--- src/card_id_code_store_assert.svh ---
// ----------------------------------------------------------------------------
// card_id_code_store_assert.svh
// Assertion macros shared by the card id code store RTL.
// ----------------------------------------------------------------------------
`ifndef CARD_ID_CODE_STORE_ASSERT_SVH
`define CARD_ID_CODE_STORE_ASSERT_SVH

// Same-cycle implication, checked on clk, disabled while rst_n is low.
`define CICS_AST_NOW(lbl, ante, cons) \
  lbl: assert property (@(posedge clk) disable iff (!rst_n) (ante) |-> (cons)) \
    else $error("card_id_code_store: same-cycle check failed");

// Next-cycle implication, checked on clk, disabled while rst_n is low.
`define CICS_AST_NEXT(lbl, ante, cons) \
  lbl: assert property (@(posedge clk) disable iff (!rst_n) (ante) |=> (cons)) \
    else $error("card_id_code_store: next-cycle check failed");

`endif

--- src/cics_pkg.sv ---
// ----------------------------------------------------------------------------
// cics_pkg
// Widths, codes and key helpers for the card id code store.
// ----------------------------------------------------------------------------
`timescale 1ns / 1ps

package cics_pkg;

  localparam int KEY_BYTES = 12;
  localparam int KEY_W     = 8 * KEY_BYTES;
  localparam int CODE_W    = 32;
  localparam int LEN_W     = 4;
  localparam int SLOT_W    = 5;

  localparam logic FUNC_SAVE = 1'b0;
  localparam logic FUNC_LOAD = 1'b1;

  localparam logic STAT_OK   = 1'b0;
  localparam logic STAT_FAIL = 1'b1;

  typedef logic [KEY_W-1:0]  key_t;
  typedef logic [CODE_W-1:0] code_t;
  typedef logic [LEN_W-1:0]  len_t;
  typedef logic [SLOT_W-1:0] slot_t;

  // lengths above the key size act as the full key
  function automatic len_t clamp_len(input len_t len);
    len_t res;
    res = (len > LEN_W'(KEY_BYTES)) ? LEN_W'(KEY_BYTES) : len;
    return res;
  endfunction

  // one byte of ones for each leading key byte that takes part
  function automatic key_t byte_mask(input len_t len);
    key_t m;
    m = '0;
    for (int i = 0; i < KEY_BYTES; i++) begin
      m[8*i +: 8] = (LEN_W'(i) < len) ? 8'hFF : 8'h00;
    end
    return m;
  endfunction

endpackage

--- src/cics_if.sv ---
// ----------------------------------------------------------------------------
// cics_if
// Valid/ready channels for requests and responses of the code store.
// ----------------------------------------------------------------------------
`timescale 1ns / 1ps

interface cics_in_if;
  import cics_pkg::*;

  logic  valid;
  logic  ready;
  logic  func;
  logic  [63:0] key_low;
  logic  [31:0] key_high;
  len_t  key_len;
  code_t code_in;

  modport source (output valid, func, key_low, key_high, key_len, code_in,
                  input ready);
  modport sink   (input valid, func, key_low, key_high, key_len, code_in,
                  output ready);
endinterface

interface cics_out_if;
  import cics_pkg::*;

  logic  valid;
  logic  ready;
  logic  status;
  code_t code_out;
  slot_t slot;

  modport source (output valid, status, code_out, slot, input ready);
  modport sink   (input valid, status, code_out, slot, output ready);
endinterface

--- src/cics_match.sv ---
// ----------------------------------------------------------------------------
// cics_match
// Shared key comparator: masked compare of one stored key per cycle.
// ----------------------------------------------------------------------------
`timescale 1ns / 1ps

module cics_match (
  input  cics_pkg::key_t stored_key,
  input  cics_pkg::key_t req_key,
  input  cics_pkg::len_t key_len,
  output cics_pkg::key_t key_mask,
  output logic           hit
);
  import cics_pkg::*;

  assign key_mask = byte_mask(key_len);
  // zero length masks everything, so it always hits
  assign hit      = ((stored_key ^ req_key) & key_mask) == '0;

endmodule

--- src/card_id_code_store.sv ---
// ----------------------------------------------------------------------------
// card_id_code_store
// Keyed table of card ids (up to 12 bytes) with a 32-bit code per slot.
// ----------------------------------------------------------------------------
// Usage:
//   in_ch  : request transactions (func, key_low, key_high, key_len, code_in).
//            func 0 saves key and code, func 1 loads the code for a key.
//   out_ch : one response transaction per request (status, code_out, slot).
//   Slots are searched lowest first with one comparator; the first slot whose
//   leading key_len bytes match is taken. A save with no match appends at the
//   next free slot or reports full (status 1).
// Timing:
//   One request at a time. in_ch.ready is high only while idle. A request is
//   scanned from slot 0; the key/code memory read port feeds the comparator
//   one slot per cycle until the hit slot or the last slot is compared, then
//   the write-back state and the response state follow. A new request is
//   taken only after the response has been accepted.
// Reset:
//   Synchronous, active low. The slot count and the code flag of the next
//   free slot are cleared; memory contents beyond the slot count read as zero,
//   so no clearing pass is needed and requests are taken right after reset.
// Stall:
//   The response holds in its output register until out_ch.ready; no new
//   request is taken meanwhile.
// ----------------------------------------------------------------------------
`timescale 1ns / 1ps
`include "card_id_code_store_assert.svh"

module card_id_code_store #(
  parameter int SLOTS = 32
) (
  input  logic       clk,
  input  logic       rst_n,
  cics_in_if.sink    in_ch,
  cics_out_if.source out_ch
);
  import cics_pkg::*;

  localparam int AW = (SLOTS > 1) ? $clog2(SLOTS) : 1;   // slot address
  localparam int UW = $clog2(SLOTS + 1);                  // slot count
  localparam logic [AW-1:0] LAST = AW'(SLOTS - 1);

  localparam logic [1:0] ST_IDLE  = 2'd0;
  localparam logic [1:0] ST_SCAN  = 2'd1;
  localparam logic [1:0] ST_WRITE = 2'd2;
  localparam logic [1:0] ST_RESP  = 2'd3;

  // key and code memories, one read and one write port
  key_t  key_mem  [SLOTS];
  code_t code_mem [SLOTS];

  logic [1:0]    state_r, state_nxt;

  // latched request
  logic          req_func_r;
  key_t          req_key_r;
  len_t          req_len_r;
  code_t         req_code_r;

  // scan pointer: iss = address being read, cmp = address being compared
  logic [AW-1:0] iss_r, iss_nxt;
  logic          iss_done_r, iss_done_nxt;
  logic          cmp_vld_r, cmp_vld_nxt;
  logic [AW-1:0] cmp_addr_r, cmp_addr_nxt;
  key_t          rd_key_r;
  code_t         rd_code_r;
  logic          rd_en;

  // slot count, and whether the code of the next free slot was written
  logic [UW-1:0] used_count_r, used_count_nxt;
  logic          code_wr_r, code_wr_nxt;

  // write-back
  logic          wr_act_r, wr_act_nxt;
  logic [AW-1:0] wr_addr_r, wr_addr_nxt;
  key_t          wr_key_r, wr_key_nxt;
  code_t         wr_code_r, wr_code_nxt;

  // response
  logic          res_status_r, res_status_nxt;
  code_t         res_code_r, res_code_nxt;
  slot_t         res_slot_r, res_slot_nxt;

  logic          stored_live, code_live;
  key_t          eff_key;
  code_t         eff_code;
  key_t          key_mask;
  logic          hit;

  assign in_ch.ready     = (state_r == ST_IDLE);
  assign out_ch.valid    = (state_r == ST_RESP);
  assign out_ch.status   = res_status_r;
  assign out_ch.code_out = res_code_r;
  assign out_ch.slot     = res_slot_r;

  // Slots at or above the count read as a zero key. The code of the slot at the
  // count is live only once a save has hit it there.
  assign stored_live = UW'(cmp_addr_r) < used_count_r;
  assign code_live   = stored_live || ((UW'(cmp_addr_r) == used_count_r) && code_wr_r);
  assign eff_key     = stored_live ? rd_key_r : '0;
  assign eff_code    = code_live ? rd_code_r : '0;

  cics_match u_match (
    .stored_key (eff_key),
    .req_key    (req_key_r),
    .key_len    (req_len_r),
    .key_mask   (key_mask),
    .hit        (hit)
  );

  // stop reading once the hit slot is on the compare stage, so its data holds
  assign rd_en = (state_r == ST_SCAN) && !iss_done_r && !(cmp_vld_r && hit);

  always_comb begin
    state_nxt      = state_r;
    iss_nxt        = iss_r;
    iss_done_nxt   = iss_done_r;
    cmp_vld_nxt    = 1'b0;
    cmp_addr_nxt   = cmp_addr_r;
    used_count_nxt = used_count_r;
    code_wr_nxt    = code_wr_r;
    wr_act_nxt     = 1'b0;
    wr_addr_nxt    = wr_addr_r;
    wr_key_nxt     = wr_key_r;
    wr_code_nxt    = wr_code_r;
    res_status_nxt = res_status_r;
    res_code_nxt   = res_code_r;
    res_slot_nxt   = res_slot_r;

    unique case (state_r)
      ST_IDLE: begin
        if (in_ch.valid) begin
          state_nxt    = ST_SCAN;
          iss_nxt      = '0;
          iss_done_nxt = 1'b0;
        end
      end
      ST_SCAN: begin
        if (rd_en) begin
          cmp_vld_nxt  = 1'b1;
          cmp_addr_nxt = iss_r;
          iss_nxt      = iss_r + AW'(1);
          iss_done_nxt = (iss_r == LAST);
        end
        if (cmp_vld_r && (hit || (cmp_addr_r == LAST))) begin
          state_nxt      = ST_WRITE;
          res_status_nxt = STAT_OK;
          res_code_nxt   = '0;
          res_slot_nxt   = SLOT_W'(cmp_addr_r);
          if (req_func_r == FUNC_SAVE) begin
            if (hit) begin
              // overwrite leading bytes, keep the rest of the stored key
              wr_act_nxt  = 1'b1;
              wr_addr_nxt = cmp_addr_r;
              wr_key_nxt  = (req_key_r & key_mask) | (eff_key & ~key_mask);
              wr_code_nxt = req_code_r;
              if (!stored_live) begin
                code_wr_nxt = 1'b1;
              end
            end else if (used_count_r >= UW'(SLOTS)) begin
              res_status_nxt = STAT_FAIL;
              res_slot_nxt   = '0;
            end else begin
              // append, zero padded
              wr_act_nxt     = 1'b1;
              wr_addr_nxt    = AW'(used_count_r);
              wr_key_nxt     = req_key_r & key_mask;
              wr_code_nxt    = req_code_r;
              used_count_nxt = used_count_r + UW'(1);
              code_wr_nxt    = 1'b0;
              res_slot_nxt   = SLOT_W'(used_count_r);
            end
          end else begin
            if (hit) begin
              res_code_nxt = eff_code;
            end else begin
              res_status_nxt = STAT_FAIL;
              res_slot_nxt   = '0;
            end
          end
        end
      end
      ST_WRITE: begin
        state_nxt = ST_RESP;
      end
      ST_RESP: begin
        if (out_ch.ready) begin
          state_nxt = ST_IDLE;
        end
      end
      default: begin
        state_nxt = ST_IDLE;
      end
    endcase
  end

  always_ff @(posedge clk) begin
    if (!rst_n) begin
      state_r      <= ST_IDLE;
      cmp_vld_r    <= 1'b0;
      wr_act_r     <= 1'b0;
      used_count_r <= '0;
      code_wr_r    <= 1'b0;
    end else begin
      state_r      <= state_nxt;
      cmp_vld_r    <= cmp_vld_nxt;
      wr_act_r     <= wr_act_nxt;
      used_count_r <= used_count_nxt;
      code_wr_r    <= code_wr_nxt;
    end
  end

  always_ff @(posedge clk) begin
    iss_r        <= iss_nxt;
    iss_done_r   <= iss_done_nxt;
    cmp_addr_r   <= cmp_addr_nxt;
    wr_addr_r    <= wr_addr_nxt;
    wr_key_r     <= wr_key_nxt;
    wr_code_r    <= wr_code_nxt;
    res_status_r <= res_status_nxt;
    res_code_r   <= res_code_nxt;
    res_slot_r   <= res_slot_nxt;
    if (in_ch.valid && in_ch.ready) begin
      req_func_r <= in_ch.func;
      req_key_r  <= {in_ch.key_high, in_ch.key_low};
      req_len_r  <= clamp_len(in_ch.key_len);
      req_code_r <= in_ch.code_in;
    end
  end

  // memory ports
  always_ff @(posedge clk) begin
    if (rd_en) begin
      rd_key_r  <= key_mem[iss_r];
      rd_code_r <= code_mem[iss_r];
    end
  end

  always_ff @(posedge clk) begin
    if (wr_act_r) begin
      key_mem[wr_addr_r]  <= wr_key_r;
      code_mem[wr_addr_r] <= wr_code_r;
    end
  end

  // checks
  `CICS_AST_NOW(a_used_bound, 1'b1, used_count_r <= UW'(SLOTS))
  `CICS_AST_NEXT(a_used_only_scan, state_r != ST_SCAN, used_count_r == $past(used_count_r))
  `CICS_AST_NOW(a_fail_zero, out_ch.valid && res_status_r == STAT_FAIL, {res_slot_r, res_code_r} == '0)
  `CICS_AST_NOW(a_save_no_code, (state_r == ST_RESP) && (req_func_r == FUNC_SAVE), res_code_r == '0)
  `CICS_AST_NOW(a_cmp_in_scan, cmp_vld_r, state_r == ST_SCAN)
  `CICS_AST_NOW(a_wr_in_write, wr_act_r, state_r == ST_WRITE)

endmodule
--- src/flat_wrapper.sv ---
// flat-port wrapper written by rule: the top's interface ports become plain ports
module card_id_code_store_flat import cics_pkg::*;
#(
  parameter int SLOTS = 32
)
  (clk, rst_n, in_ch_valid, in_ch_func, in_ch_key_low, in_ch_key_high, in_ch_key_len, in_ch_code_in, in_ch_ready, out_ch_valid, out_ch_status, out_ch_code_out, out_ch_slot, out_ch_ready);
  cics_in_if in_ch_i ();
  cics_out_if out_ch_i ();
  input  logic clk;
  input  logic rst_n;
  input wire logic [$bits(in_ch_i.valid)-1:0] in_ch_valid;
  input wire logic [$bits(in_ch_i.func)-1:0] in_ch_func;
  input wire logic [$bits(in_ch_i.key_low)-1:0] in_ch_key_low;
  input wire logic [$bits(in_ch_i.key_high)-1:0] in_ch_key_high;
  input wire logic [$bits(in_ch_i.key_len)-1:0] in_ch_key_len;
  input wire logic [$bits(in_ch_i.code_in)-1:0] in_ch_code_in;
  output wire logic [$bits(in_ch_i.ready)-1:0] in_ch_ready;
  output wire logic [$bits(out_ch_i.valid)-1:0] out_ch_valid;
  output wire logic [$bits(out_ch_i.status)-1:0] out_ch_status;
  output wire logic [$bits(out_ch_i.code_out)-1:0] out_ch_code_out;
  output wire logic [$bits(out_ch_i.slot)-1:0] out_ch_slot;
  input wire logic [$bits(out_ch_i.ready)-1:0] out_ch_ready;
  assign in_ch_i.valid = in_ch_valid;
  assign in_ch_i.func = in_ch_func;
  assign in_ch_i.key_low = in_ch_key_low;
  assign in_ch_i.key_high = in_ch_key_high;
  assign in_ch_i.key_len = in_ch_key_len;
  assign in_ch_i.code_in = in_ch_code_in;
  assign in_ch_ready = in_ch_i.ready;
  assign out_ch_valid = out_ch_i.valid;
  assign out_ch_status = out_ch_i.status;
  assign out_ch_code_out = out_ch_i.code_out;
  assign out_ch_slot = out_ch_i.slot;
  assign out_ch_i.ready = out_ch_ready;
  card_id_code_store #(.SLOTS(SLOTS)) u_core (.clk(clk), .rst_n(rst_n), .in_ch(in_ch_i), .out_ch(out_ch_i));
endmodule
--- config.mk ---
export PLATFORM = sky130hd
export DESIGN_NAME = card_id_code_store_flat
export DESIGN_NICKNAME = d
export VERILOG_FILES = /design/src/cics_pkg.sv /design/src/cics_if.sv /design/src/cics_match.sv /design/src/card_id_code_store.sv /design/src/flat_wrapper.sv
export VERILOG_INCLUDE_DIRS = /design/src /design/src/src
export SDC_FILE = /design/constraint.sdc
export NUM_CORES = 2
export LEC_CHECK = 0
export BUFFER_PORTS_ARGS = -buffer_cell sky130_fd_sc_hd__buf_2
export CAP_MARGIN = 20
export CORE_UTILIZATION = 35
export CTS_CLUSTER_SIZE = 20
export DETAILED_ROUTE_END_ITERATION = 12
export PLACE_DENSITY = 0.52
export SLEW_MARGIN = 15
export SYNTH_ARGS = -nofsm -noshare
export SYNTH_HDL_FRONTEND = slang
export SYNTH_HIERARCHICAL = 1
export SYNTH_SLANG_ARGS = --single-unit
--- constraint.sdc ---
create_clock -name clk -period 15 [get_ports clk]
set_input_delay 2.25 -clock clk [delete_from_list [all_inputs] [get_ports clk]]
set_output_delay 2.25 -clock clk [all_outputs]
set_load 0.02 [all_outputs]
## After elaboration in Yosys (flattened, before gate mapping)

Memories as Yosys holds them, arrays and structs flattened. A register that Yosys moved wholly into a read port is not among the register bits.
Index checks and enable logic that the tools add are counted.

- Flip-flop bits (word level): 326
- RAM bits: 4096
- Input port bits: 137
- Output and inout port bits: 40
- Logic and storage cells: 129
- Memories: 2

Memory list:

| memory | depth | bits a word | rd ports | clocked after memory_dff | write ports | RTL line | text |
|---|---|---|---|---|---|---|---|
| u_core.key_mem | 32 | 96 | 1 | 1 | 1 | card_id_code_store.sv:49 | `key_t key_mem [SLOTS];` |
| u_core.code_mem | 32 | 32 | 1 | 1 | 1 | card_id_code_store.sv:50 | `code_t code_mem [SLOTS];` |

- Add/subtract/negate cells: 2
- Magnitude comparators: 15
- Equal/unequal tests: 12
- Muxes and demuxes: 45
- Bitwise logic cells: 12
- Reduce and logical (&&, ||, !) cells: 23

Operators with widths:

| kind | number |
|---|---|
| bitwise AND 96 bit | 3 |
| 2-to-1 mux 96 bit | 3 |
| logical NOT 96 bit | 1 |
| 2-to-1 mux 8 bit | 12 |
| inverter 96 bit | 1 |
| OR 96 bit | 1 |
| bitwise XOR 96 bit | 1 |
| 2-to-1 mux 32 bit | 2 |
| 2-to-1 mux 5 bit | 8 |
| < comparator 3 x 4 -> 1 bit (first input constant) | 4 |
| < comparator 4 bit (first input constant) | 4 |
| 2-to-1 mux 1 bit | 14 |
| == test 5 bit (second input constant) | 2 |
| case mux 5 bit (2 select lines) | 1 |
| AND reduction 5 bit | 2 |
| AND reduction 3 bit | 3 |
| < comparator 1 x 4 -> 1 bit (first input constant) | 2 |
| < comparator 2 x 4 -> 1 bit (first input constant) | 2 |
| case mux 2 bit (4 select lines) | 1 |
| adder 6 x 1 -> 6 bit (second input constant) | 1 |
| == test 5 x 6 -> 1 bit | 1 |
| greater-or-equal comparator 6 bit (second input constant) | 1 |
| logical AND 1 bit | 6 |
| < comparator 5 x 6 -> 1 bit | 1 |
| 16 further kinds | 32 |

## Logic depth before layout (Yosys ltp)

- Depth after elaboration: 10
- Mapped depth: 20
- Mapped depth without buffers: 17

## Modules after synthesis

Netlist, hierarchy kept.

By module, submodules not included:

| module | instances | cells each | area each (um2) | sequential area each (um2) |
|---|---|---|---|---|
| card_id_code_store | 1 | 8129 | 171872.3 | 136520.9 |
| cics_match | 1 | 238 | 1844.3 | 0.0 |

## Least setup slack after synthesis

Ideal clock, no wire load.

- Path kind: register to register
- Start point: reg u_core.used_count_r[1]
- End point: reg u_core.wr_addr_r[0] (enable)
- Setup time: 788 ps
- Data arrival time: 11990 ps
- Data required time: 14212 ps
- Slack: 2222 ps
- Cell stages (with the launch flop): 19
- Path buffers: 3
- Clock period less this slack: 12778 ps
- Cell sequence: dfxtp_1 inv_1 ha_1 nor2b_1 o21a_1 o211ai_1 nand3_1 clkbuf_1 clkbuf_1 nor2_1 xnor2_1 nand4_1 o21ai_0 nand4_1 nor4_2 clkbuf_1 nand2_1 o31a_1 nor3_1

- Cells in the longest elaborated chain, start to end: 8
- Elaborated cells on any way between the ends: 10
- Those cells by class: order compare (2); eq/ne (1); mux (1); bitwise (2); reduce/logical (4)

RTL lines:

| what | RTL line | text |
|---|---|---|
| start, declared | card_id_code_store.sv:70 | `logic [UW-1:0] used_count_r, used_count_nxt;` |
| start signal, assigned | card_id_code_store.sv:208 | `used_count_r <= used_count_nxt;` |
| < comparator 5 x 6 -> 1 bit (*) | card_id_code_store.sv:98 | `assign stored_live = UW'(cmp_addr_r) < used_count_r;` |
| 2-to-1 mux 96 bit (*) | card_id_code_store.sv:100 | `assign eff_key = stored_live ? rd_key_r : '0;` |
| named net u_core.eff_key[60] | card_id_code_store.sv:85 | `key_t eff_key;` |
| bitwise XOR 96 bit (*) | cics_match.sv:18 | `assign hit = ((stored_key ^ req_key) & key_mask) == '0;` |
| bitwise AND 96 bit (*) | cics_match.sv:18 |  |
| logical NOT 96 bit (*) | cics_match.sv:18 |  |
| named net u_core.hit | card_id_code_store.sv:88 | `logic hit;` |
| logical OR 1 bit | card_id_code_store.sv:145 | `if (cmp_vld_r && (hit \|\| (cmp_addr_r == LAST))) begin` |
| logical AND 1 bit | card_id_code_store.sv:145 |  |
| AND reduction 4 bit (no line) (*) | -- |  |
| end signal, assigned | card_id_code_store.sv:217 | `wr_addr_r <= wr_addr_nxt;` |
| end, declared | card_id_code_store.sv:75 | `logic [AW-1:0] wr_addr_r, wr_addr_nxt;` |

The timed path passes the listed nets; every way through them passes the cells marked *.
A chain may end at the register's enable or synchronous reset.

## Worst setup path in the final report

- Start point: reg u_core.used_count_r[1]
- End point: reg u_core.wr_key_r[89] (enable)

- Cells in the longest elaborated chain, start to end: 8
- Elaborated cells on any way between the ends: 10
- Those cells by class: order compare (2); eq/ne (1); mux (1); bitwise (2); reduce/logical (4)

RTL lines:

| what | RTL line | text |
|---|---|---|
| < comparator 5 x 6 -> 1 bit (*) | card_id_code_store.sv:98 |  |
| 2-to-1 mux 96 bit (*) | card_id_code_store.sv:100 |  |
| named net u_core.eff_key[14] | card_id_code_store.sv:85 |  |
| bitwise XOR 96 bit (*) | cics_match.sv:18 |  |
| bitwise AND 96 bit (*) | cics_match.sv:18 |  |
| logical NOT 96 bit (*) | cics_match.sv:18 |  |
| named net u_core.hit | card_id_code_store.sv:88 |  |
| logical OR 1 bit | card_id_code_store.sv:145 |  |
| logical AND 1 bit | card_id_code_store.sv:145 |  |
| AND reduction 4 bit (no line) (*) | -- |  |
| end signal, assigned | card_id_code_store.sv:218 | `wr_key_r <= wr_key_nxt;` |
| end, declared | card_id_code_store.sv:76 | `key_t wr_key_r, wr_key_nxt;` |

Marked as above.

==> results.py <==
metrics = {
    "sta": {
        "rsz0062_at_grt": "no",
        "worst_slew_pin_slew_ns": 1.20,
        "max_clock_freq_mhz": 131,
        "finalSetupTns_ns": 0,
        "final-setup-viol-count": 0,
        "hold_viol_final": 0,
        "drv_slew": 0,
        "clock_skew_ns": 0.0897,
        "finalCriticalPeriod_ns": 7.64,
        "relSlewSlack_pct": 19.7,
        "finalCritPeriodShare_pct": 50.9,
    },
    "synthesis": {
        "yosysWarningCount": 6,
        "postSynthCellCount": 8367,
        "synthesis.nets": 8517,
        "ys_seq_area_share_pct": 78.6,
        "synth-edff-count": 4539,
        "async_flop_share_pct": 0,
        "synth_flop_cell": "edfxtp_1",
        "ys_types": 62,
        "netlist_area_um2": 174000,
        "yosys_register_bits": 4550,
        "syn_area_per_cell_um2": 20.8,
    },
    "detailed_routing": {
        "drt-initial-drc-count": 12200,
        "dr.pass1.iters": 9,
        "wl_um": 550000,
        "wire_per_inst_um": 35.3,
        "vias": 89200,
        "ant_nets": 0,
        "vias_per_cell": 5.72,
        "route.detailed.drc": 0,
    },
    "placement": {
        "place_congestion": 0.810,
        "port_buffers": 176,
        "placed_area_um2": 182000,
        "dp_hpwl_um": 291000,
    },
    "finish": {
        "drive_gt1_share_pct": 19.3,
        "fin_nets": 8846,
        "fill_cells": 43700,
        "areaGrowthSynthToFinish_pct": 13.1,
        "layout_commonest_cell": "edfxtp_1",
        "stdcell_area_um2": 196000,
        "mostFrequentLayoutCells": "4539 x edfxtp_1, 866 x mux2i_1, 592 x mux4_2",
    },
    "worst_hold_path": {
        "hp-class": "reg2reg",
        "hold_start": "u_core/req_code_r[27]$_DFFE_PP_",
        "min_to": "u_core/wr_code_r[27]$_DFFE_PP_",
        "holdPathStages": 0,
    },
    "cts": {
        "cts_buffers": 449,
        "clk_pin_slew_ns": 0.06,
        "postCtsSetupRepairBufs": 0,
        "cts_tree": "built",
        "postCtsHoldBufs": 0,
        "cts_root_buffer": "clkbuf_16",
        "cts_htree_levels": 5,
        "numClockSinks": 4550,
        "ctsResizeCount": 0,
        "insertion_delay_ns": 1.05,
        "cts_max_path_buffers": 4,
    },
    "die": {
        "chipWidth_um": 707,
        "pin_count": 177,
        "row_count": 258,
        "die_area_um2": 499000,
        "floorplan.core_area_um2": 494000,
        "die_h_um": 707,
        "initial_core_util_pct": 35.2,
    },
    "global_route": {
        "grt_max_degree": 105,
        "antenna_found_initial": 59,
        "grt_overflow": 0,
        "first_global_vias": 87900,
        "grt_use_total_pct": 21.5,
        "grt_pass1_wl_um": 746000,
    },
    "power": {
        "p_per_area_nw_per_um2": 172,
        "worst_ir_drop_vdd_mv": 0.186,
        "leakage_nw": 61.4,
    },
    "worst_setup_path": {
        "worstSetupPathType": "reg2reg",
        "critPathCaptureType": "flop",
        "worstRegToRegCells": 18,
        "crit_required_ns": 15.63,
        "crit_chain": "inv_1 > ha_1 > nor2b_1 > o21a_1 > o211ai_1 > nand3_4 > buf_4 > nor2_1 > xnor2_1 > nand4_1 > o21ai_0 > nand4_1 > nor4_4 > nand2_1 > o31a_1 > nor3_2 > buf_4 > buf_4",
        "cp_max_fo": 50,
        "max_stage_delay_ns": 0.93,
        "cp_slowest_cell": "nor4_4",
        "rrSetupSlack_ns": 7.36,
        "cp-start-kind": "flop",
        "r2r-end": "u_core/wr_key_r[89]$_DFFE_PP_",
        "cp_data_arrival_time_ns": 8.26,
        "worstReg2RegStart": "u_core/used_count_r[1]$_SDFFE_PN0P_",
        "crit_top_cell": "buf_4",
    },
    "status": {
        "status": "finished, final reports clean",
    },
    "run": {
        "maxCapViolations": 0,
    },
}
[how the worst max path moves through the flow]
stage | start | to | slack (ns) | cells past startpoint
CTS | u_core/used_count_r[1]$_SDFFE_PN0P_ | u_core/wr_key_r[10]$_DFFE_PP_ | 7.51 | 18
global placement | u_core/used_count_r[1]$_SDFFE_PN0P_ | u_core/wr_key_r[88]$_DFFE_PP_ | 7.65 | 18
finish | u_core/used_count_r[1]$_SDFFE_PN0P_ | u_core/wr_key_r[89]$_DFFE_PP_ | 7.36 | 18
detailed placement | u_core/used_count_r[1]$_SDFFE_PN0P_ | u_core/wr_key_r[89]$_DFFE_PP_ | 7.51 | 18
global route | u_core/used_count_r[1]$_SDFFE_PN0P_ | u_core/wr_key_r[10]$_DFFE_PP_ | 7.26 | 19
floorplan | u_core/used_count_r[1]$_SDFFE_PN0P_ | u_core/wr_addr_r[0]$_DFFE_PP_ | 2.22 | 18
[cell families after synthesis]
| kind of cell | Yosys count | synth area share [%] |
|---|---|---|
| flops | 4550 | 78.6 |
| mux | 1458 | 12.7 |
| compound gates | 1053 | 4.38 |
| buf+inv | 648 | 2.14 |
| simple gates | 543 | 1.61 |
| xor+xnor | 102 | 0.514 |
| fa+ha+maj | 13 | 0.0936 |
[synth_stat cells, types with 45 or more instances]
| cell | n | share of area [%] |
|---|---|---|
| buf_2 | 120 | 0.35 |
| a22oi_1 | 349 | 1.5 |
| buf_4 | 179 | 0.77 |
| nor2_1 | 153 | 0.33 |
| o31ai_1 | 97 | 0.42 |
| nand2_1 | 163 | 0.35 |
| xnor2_1 | 101 | 0.51 |
| clkbuf_1 | 170 | 0.37 |
| mux2i_1 | 866 | 5.0 |
| a21oi_1 | 53 | 0.15 |
| inv_1 | 107 | 0.23 |
| a211oi_1 | 179 | 0.77 |
| edfxtp_1 | 4539 | 78 |
| o22ai_1 | 227 | 0.82 |
| nor3_2 | 45 | 0.26 |
| buf_6 | 55 | 0.36 |
| a221oi_1 | 58 | 0.29 |
| mux4_2 | 592 | 7.7 |
| nand4_1 | 87 | 0.31 |
[critical path, delay by kind of cell (launching register included)]
family / cells / cell delay, ns
compound gates: 4 / 1.41
xor+xnor: 1 / 0.16
fa+ha+maj: 1 / 0.30
buf+inv: 4 / 1.99
flops: 1 / 0.39
simple gates: 8 / 2.78
[power breakdown]
part           switching, mW  internal, mW  total [mW]
clock network           4.93          6.08        11.0
logic                   5.20          3.11        8.31
registers              0.250          14.3        14.5
[layout make-up]
| class | instances | area, µm² | share of cell area, % |
|---|---|---|---|
| timing repair buffer | 418 | 3220 | 1.64 |
| inverter | 108 | 405 | 0.206 |
| antenna | 12 | 30.0 | 0.0153 |
| clock inverter | 289 | 2540 | 1.29 |
| multi-input combinational | 3169 | 33900 | 17.3 |
| sequential | 4550 | 137000 | 69.5 |
| tap | 6500 | 8130 | 4.14 |
| clock buffer | 547 | 11600 | 5.93 |
[per-stage QoR]
step | instances | util (%) | worst slack [ns] | power (mW) | hold slack [ns]
CTS | 15600 | 39.7 | 7.51 | 34.1 | 0.425
global route | 15600 | 39.8 | 7.26 | 34.9 | 0.432
floorplan | 8367 | - | 2.22 | 20.3 | 0.400
finish | 15600 | 39.8 | 7.36 | 33.9 | 0.423
global placement | 14700 | 36.8 | 7.65 | 23.1 | 0.408
detailed placement | 14700 | 36.9 | 7.51 | 23.2 | 0.411
[flip-flops by register name (all words and copies together), names as in the netlist, 4 cells and up]
name and count:
u_core/wr_code_r 32, u_core/rd_key_r 96, u_core/wr_key_r 96, u_core/key_mem 3072, u_core/code_mem 1024, u_core/req_key_r 96, u_core/out_ch.code_out 32, u_core/iss_r 5
u_core/req_code_r 32, u_core/wr_addr_r 5, u_core/req_len_r 4, u_core/out_ch.slot 5, u_core/cmp_addr_r 5, u_core/used_count_r 6, u_core/rd_code_r 32
[routing by layer]
layer  part of all wire [%]  track usage [%]  vias to the layer above
met2                     48             35.1                     4122
li1                       -                -                    35400
met3                    7.7             3.36                      717
met4                    2.5             5.09                       18
met1                     42             30.2                    49000
met5                  0.019                0                        -
Note: power is estimated with default switching activity, not from simulation.
